$ cat src/rtl/sliding_window_convolution_macros.svh
// ----------------------------------------------------------------------------
// Assertion macros for the sliding window convolution
// Concurrent checks that can be compiled out with NO_ASSERTIONS.
// ----------------------------------------------------------------------------
`ifndef SLIDING_WINDOW_CONVOLUTION_MACROS_SVH
`define SLIDING_WINDOW_CONVOLUTION_MACROS_SVH

`ifndef NO_ASSERTIONS

// Consequent must hold in the same cycle as the antecedent.
`define SWC_ASSERT_NOW(lbl, clk, rst_n, ante, cons) \
  lbl: assert property (@(posedge clk) disable iff (!rst_n) (ante) |-> (cons)) \
    else $error("swc assertion failed");

// Consequent must hold in the cycle after the antecedent.
`define SWC_ASSERT_NEXT(lbl, clk, rst_n, ante, cons) \
  lbl: assert property (@(posedge clk) disable iff (!rst_n) (ante) |=> (cons)) \
    else $error("swc assertion failed");

`else

`define SWC_ASSERT_NOW(lbl, clk, rst_n, ante, cons)
`define SWC_ASSERT_NEXT(lbl, clk, rst_n, ante, cons)

`endif

`endif

$ cat src/rtl/swc_pkg.sv
// ----------------------------------------------------------------------------
// swc_pkg
// Shared constants, types and codes of the sliding window convolution.
// ----------------------------------------------------------------------------
package swc_pkg;

  // Filter geometry and buffer sizes
  localparam int KERNEL     = 3;
  localparam int MAX_WIDTH  = 1024;
  localparam int MAX_ROWS   = 1024;
  localparam int LINES      = KERNEL - 1;
  localparam int RESET_SIZE = 64;

  // Datapath widths
  localparam int PIX_W      = 16;
  localparam int PROD_W     = 2 * PIX_W;
  localparam int CSUM_W     = PROD_W + $clog2(KERNEL);
  localparam int SUM_W      = 40;
  localparam int COL_W      = $clog2(MAX_WIDTH);
  localparam int ROW_W      = $clog2(MAX_ROWS);
  localparam int CFG_W      = 11;
  localparam int CFG_IDX_W  = 1;
  localparam int COEF_IDX_W = 4;

  // Item operation codes
  localparam logic OP_PIXEL = 1'b0;
  localparam logic OP_COEF  = 1'b1;

  // Configuration register indexes
  localparam logic [CFG_IDX_W-1:0] REG_LINE_WIDTH = 1'd0;
  localparam logic [CFG_IDX_W-1:0] REG_FRAME_ROWS = 1'd1;

  typedef logic signed [PIX_W-1:0]  pix_t;
  typedef logic signed [PROD_W-1:0] prod_t;
  typedef logic signed [CSUM_W-1:0] csum_t;
  typedef logic signed [SUM_W-1:0]  sum_t;
  typedef logic [COL_W-1:0]         col_cnt_t;
  typedef logic [ROW_W-1:0]         row_cnt_t;

  // Per-cell control: pipeline advance, window shift, coefficient writes
  typedef struct packed {
    logic              advance;
    logic              shift;
    logic [KERNEL-1:0] coef_we;
  } cell_ctrl_t;

endpackage

$ cat src/rtl/swc_cell.sv
// ----------------------------------------------------------------------------
// swc_cell
// One window column: holds KERNEL pixels and their coefficients, hands the
// column to its neighbor on every shift and forms a registered column sum.
// ----------------------------------------------------------------------------
module swc_cell (
  input  logic                clk,
  input  logic                rst_n,
  input  swc_pkg::cell_ctrl_t ctrl,
  input  swc_pkg::pix_t       col_in [swc_pkg::KERNEL],
  input  swc_pkg::pix_t       coef_value,
  output swc_pkg::pix_t       col_out [swc_pkg::KERNEL],
  output swc_pkg::csum_t      col_sum
);

  swc_pkg::pix_t  win_r    [swc_pkg::KERNEL];
  swc_pkg::pix_t  coef_r   [swc_pkg::KERNEL];
  swc_pkg::prod_t prod_r   [swc_pkg::KERNEL];
  swc_pkg::prod_t prod_nxt [swc_pkg::KERNEL];
  swc_pkg::csum_t col_sum_r;
  swc_pkg::csum_t col_sum_nxt;

  always_comb begin
    col_sum_nxt = '0;
    for (int r = 0; r < swc_pkg::KERNEL; r++) begin
      prod_nxt[r] = win_r[r] * coef_r[r];
      col_sum_nxt = col_sum_nxt + swc_pkg::csum_t'(prod_r[r]);
    end
  end

  always_ff @(posedge clk) begin
    if (!rst_n) begin
      win_r  <= '{default: '0};
      coef_r <= '{default: '0};
    end else begin
      if (ctrl.shift) begin
        win_r <= col_in;
      end
      for (int r = 0; r < swc_pkg::KERNEL; r++) begin
        if (ctrl.coef_we[r]) begin
          coef_r[r] <= coef_value;
        end
      end
    end
  end

  // Products and column sum follow the pipeline; hold while stalled.
  always_ff @(posedge clk) begin
    if (ctrl.advance) begin
      prod_r    <= prod_nxt;
      col_sum_r <= col_sum_nxt;
    end
  end

  assign col_out = win_r;
  assign col_sum = col_sum_r;

endmodule
$ cat config.mk
export PLATFORM = sky130hd
export DESIGN_NAME = swc_cell
export DESIGN_NICKNAME = d
export VERILOG_FILES = /design/src/rtl/sliding_window_convolution_macros.svh /design/src/rtl/swc_pkg.sv /design/src/rtl/swc_cell.sv
export SDC_FILE = /design/constraint.sdc
export NUM_CORES = 2
export LEC_CHECK = 0
export ABC_AREA = 1
export BUFFER_PORTS_ARGS = -buffer_cell sky130_fd_sc_hd__buf_2
export CELL_PAD_IN_SITES_DETAIL_PLACEMENT = 0
export CELL_PAD_IN_SITES_GLOBAL_PLACEMENT = 1
export CORE_MARGIN = 2
export CORE_UTILIZATION = 53
export CTS_CLUSTER_SIZE = 16
export DETAILED_ROUTE_END_ITERATION = 6
export PLACE_DENSITY_LB_ADDON = 0.1
export REMOVE_ABC_BUFFERS = 1
export SYNTH_ARGS = -nofsm -noshare
export SYNTH_HDL_FRONTEND = slang
export SYNTH_SLANG_ARGS = --single-unit
$ cat constraint.sdc
create_clock -name clk -period 10.89 [get_ports clk]
set_input_delay 1.6335 -clock clk [delete_from_list [all_inputs] [get_ports clk]]
set_output_delay 1.6335 -clock clk [all_outputs]
set_load 0.01 [all_outputs]
Yosys cells after proc, flatten, opt, wreduce, memory -nomap -nowiden
Index checks and enable logic that the tools add are counted.

word-level totals
  register bits after elaboration = 226
  bits of input ports = 71
  output and inout port bits = 82
  logic and storage cells = 15

cells by class
  $add $sub $neg = 2
  multipliers = 3

operators by type and width
  kind              count
  $mul A16 B16 Y32  3
  $add A33 B32 Y34  1
  $add A32 B32 Y33  1

Depth between registers and ports, before layout
  word-level depth = 2
  mapped depth = 27

Least setup slack after synthesis
Ideal clock, no wire load.

  path kind = register -> register
  from = reg win_r (netlist bit col_out[47])
  to = reg prod_r[94] (netlist name) (data pin)
  setup time = 0.252 ns
  data arrival time = 5.449 ns
  data required time = 10.638 ns
  path slack = 5.188 ns
  stages on the path, launching flop included = 23
  buffers on the path = 2
  clock period less this slack = 5.702 ns
  cells stage by stage = dfxtp_1 > clkbuf_1 > clkbuf_1 > nand2_1 > fa_1 > inv_1 > fa_1 > inv_1 > fa_1 > inv_1 > fa_1 > inv_1 > fa_1 > inv_1 > fa_1 > ha_1 > a21oi_1 > a21boi_0 > nand2_1 > a21oi_1 > nand2_1 > nand2_1 > nand2_1

RTL lines
  what                      line            RTL
  start: declaration        swc_cell.sv:16  swc_pkg::pix_t win_r [swc_pkg::KERNEL];
  start signal: assignment  swc_cell.sv:37  win_r <= col_in;
  end signal: assignment    swc_cell.sv:50  prod_r <= prod_nxt;
  end: declaration          swc_cell.sv:18  swc_pkg::prod_t prod_r [swc_pkg::KERNEL];

==> impl_metrics.py <==
metrics = {
    "logic_synthesis": {
        "syn_area_per_cell_um2": 7.81,
        "yosysTopAreaCellShare_pct": 38.6,
        "syn_inst": 5433,
        "mappedNetlistArea_um2": 42400,
        "synth_flop_cell": "edfxtp_1",
        "synthArstFlopShare_pct": 0,
        "yosys.area.top_type": "fa_1",
        "ys_seq_elements": 226,
        "synth_edf_count": 130,
        "ys_seq_area_share_pct": 13.7,
        "yosysUniqueCellTypes": 31,
        "ys_top_cells_by_area": "fa_1 (39%), inv_1 (13%), nand2_1 (12%), edfxtp_1 (9.2%), ha_1 (8.2%)",
        "ys_warn_count": 0,
    },
    "timing": {
        "period_minus_slack_ps": 6390,
        "rsz0062_at_grt": "no",
        "maxSlewHeadroom_pct": 33.5,
        "timing.final.crit_share_pct": 58.7,
        "slew_viol_final": 0,
        "setup_viol": 0,
        "tns_ps": 0,
        "whs_ps": 520,
        "clock_skew_ps": 16.4,
        "tightest_slew_ps": 998,
        "max_freq_ghz": 0.156,
        "hold_viol": 0,
    },
    "pwr": {
        "ir_drop_mv": 0.209,
        "p_leak_uw": 0.0261,
        "power.density_nw_per_um2": 208,
    },
    "route": {
        "drtAntennaViolNets": 0,
        "routedWlPerCell_um": 17.5,
        "drc_errors": 0,
        "vias": 32700,
        "first_pass_iters": 6,
        "routed_wl_um": 113000,
        "first_iter_violations": 2169,
        "via_per_inst": 5.04,
    },
    "grt": {
        "grt_max_degree": 76,
        "antenna_found_initial": 1,
        "track_usage_pct": 29.1,
        "grt_pass1_wl_um": 187000,
        "grt_pass1_vias": 34200,
        "grt-ovfl-total": 0,
    },
    "cts": {
        "cts_tree": "done",
        "hold_buffers": 0,
        "clk_latency_ps": 620,
        "cts_resized": 0,
        "clock-sinks": 226,
        "numCtsBuffers": 31,
        "cts_setup_buffers": 0,
        "path_clk_slew_ps": 60,
        "root_buffer": "clkbuf_16",
        "htree_levels": 1,
        "clock_path_buffers": 3,
    },
    "cells_and_area": {
        "nets": 6591,
        "fillers": 7569,
        "final_area_um2": 44900,
        "synthToLayoutAreaGrowth_pct": 5.70,
        "drive_above_1_share_pct": 5.05,
    },
    "worst_setup_path": {
        "path_cells": "nand2_1 -> inv_1 -> fa_1 -> fa_1 -> fa_1 -> fa_1 -> fa_1 -> inv_1 -> fa_1 -> inv_1 -> ha_1 -> nand2_1 -> nor2_1 -> inv_1 -> nor2_1 -> nand4_1 -> nand4_1 -> nand2_1",
        "cp_slowest_cell": "fa_1",
        "setup.worst_path.start_class": "register",
        "required_ps": 11240,
        "cp_common_cell": "fa_1",
        "arrival_ps": 6750,
        "worstSetupPathType": "register to register",
        "cp_slowest_stage_delay_ps": 890,
        "crit_fanout": 18,
        "setup.worst_path.end_class": "register",
    },
    "die": {
        "dieHeight_um": 287,
        "fp.dieArea_um2": 82300,
        "io_pins": 153,
        "num_rows": 103,
        "die_w_um": 287,
        "core_area_um2": 79100,
        "start_util_pct": 53.6,
    },
    "flow_run": {
        "cap_viol_max_count": 0,
    },
    "placement": {
        "dpl.hpwl_um": 94200,
        "placed_area_um2": 43900,
        "io_buffers": 152,
        "place_congestion": 0.929,
    },
    "worst_hold_path": {
        "hold_path.class": "register to register",
    },
    "run_status": {
        "status": "finished, final reports clean",
    },
}
[Yosys cell counts, types with 2 or more instances]
library cell  count
nand2_1        1405
buf_1             2
ha_1            278
nor4_1            4
or2_2            19
a21boi_0          4
o21ai_0         134
o21bai_1         21
nand4_1          40
nor3_1           31
xor2_1           66
inv_1          1510
edfxtp_1        130
nand3b_1          8
buf_2             4
nand2_2          14
a21o_1            3
a21oi_1         108
clkinv_1          3
nor2_2            7
clkbuf_1        209
nor2_1          353
xnor2_1          10
nand3_1         143
nor3_2            7
fa_1            819
o21ai_1           2
dfxtp_1          96
[metal layers]
layer	share of wire, %	vias up	GRT usage, %
met4	3.4	0	8.71
met1	46	16100	42.4
li1	-	15600	-
met2	45	856	46.2
met3	5.3	127	2.88
met5	0	-	0
[cells in the final DEF (no fill, tap or decap), types with 2 or more instances in the layout]
| cell type | count |
|---|---|
| nand4_1 | 40 |
| inv_8 | 2 |
| xor2_1 | 66 |
| inv_1 | 1509 |
| buf_4 | 22 |
| nand3_1 | 143 |
| nor3_2 | 7 |
| xnor2_1 | 10 |
| a21o_1 | 3 |
| or2_2 | 19 |
| clkinvlp_4 | 3 |
| nor3_1 | 31 |
| nand2_1 | 1405 |
| o21ai_1 | 2 |
| nor2_1 | 353 |
| a21boi_0 | 4 |
| edfxtp_1 | 130 |
| nand2_2 | 14 |
| inv_6 | 10 |
| fa_1 | 819 |
| inv_2 | 2 |
| o21ai_0 | 134 |
| clkinv_1 | 7 |
| dfxtp_1 | 96 |
| nor4_1 | 4 |
| clkbuf_16 | 31 |
| nand3b_1 | 8 |
| buf_2 | 150 |
| a21oi_1 | 108 |
| nor2_2 | 7 |
| clkinv_4 | 3 |
| o21bai_1 | 21 |
| ha_1 | 278 |
| clkinv_2 | 2 |
[report_power, final]
group          internal, µW  switching, µW
Clock                   557            471
Sequential             1390            263
Combinational          2260           4380
[final timing paths]
check                            startpoint  depth (start not counted)  slack, ps         end
worst max-delay path            col_out[15]                         18       4500  prod_r[24]
worst min-delay path             coef_r[29]                          2        520  coef_r[29]
worst max register to register  col_out[15]                         18       4500  prod_r[24]
worst min register to register   coef_r[29]                          2        520  coef_r[29]
[state kept, by name (all words and copies together), names as in the netlist]
name and flops:
prod_r 96, col_out 48, col_sum 34, coef_r 48
[final cells by class]
type | count | area [µm²] | area share (%)
timing repair buffer | 172 | 916 | 2.04
inverter | 1514 | 5680 | 12.7
clock inverter | 26 | 219 | 0.488
tap | 1050 | 1310 | 2.93
antenna | 1 | 2.50 | 0.00558
sequential | 226 | 5830 | 13.0
multi-input combinational | 3478 | 30100 | 67.1
clock buffer | 32 | 779 | 1.74
[cells by family (layout without fill, tap and decap cells)]
family	after synthesis	count (layout)	synth area share [%]
simple gates	2033	2033	19.2
buf+inv	1729	1744	15.3
fa+ha+maj	1097	1097	46.8
compound gates	272	272	3.37
flops	226	226	13.7
xor+xnor	76	76	1.57
other cells	0	1	0
[worst max-delay path: cells and delay by family, from the launching register on]
family | cells | cell delay (ps)
adders and majority gates | 7 | 3840
buffers and inverters | 4 | 340
DFF | 1 | 830
and+or+nand+nor | 7 | 1120
[per-stage QoR]
| stage | total power, µW | utilization, % | instances | worst slack (ps) |
|---|---|---|---|---|
| 4_1_cts | 9310 | 56.7 | 6498 | 4500 |
| 2_1_floorplan | 6170 | - | 5218 | 5340 |
| 3_3_place_gp | 8170 | 55.4 | 6440 | 4610 |
| 3_5_place_dp | 8230 | 55.4 | 6440 | 4530 |
| 5_1_grt | 10300 | 56.7 | 6498 | 4080 |
| 6_report | 9330 | 56.7 | 6499 | 4500 |
Power figures use the tool's default switching activity.
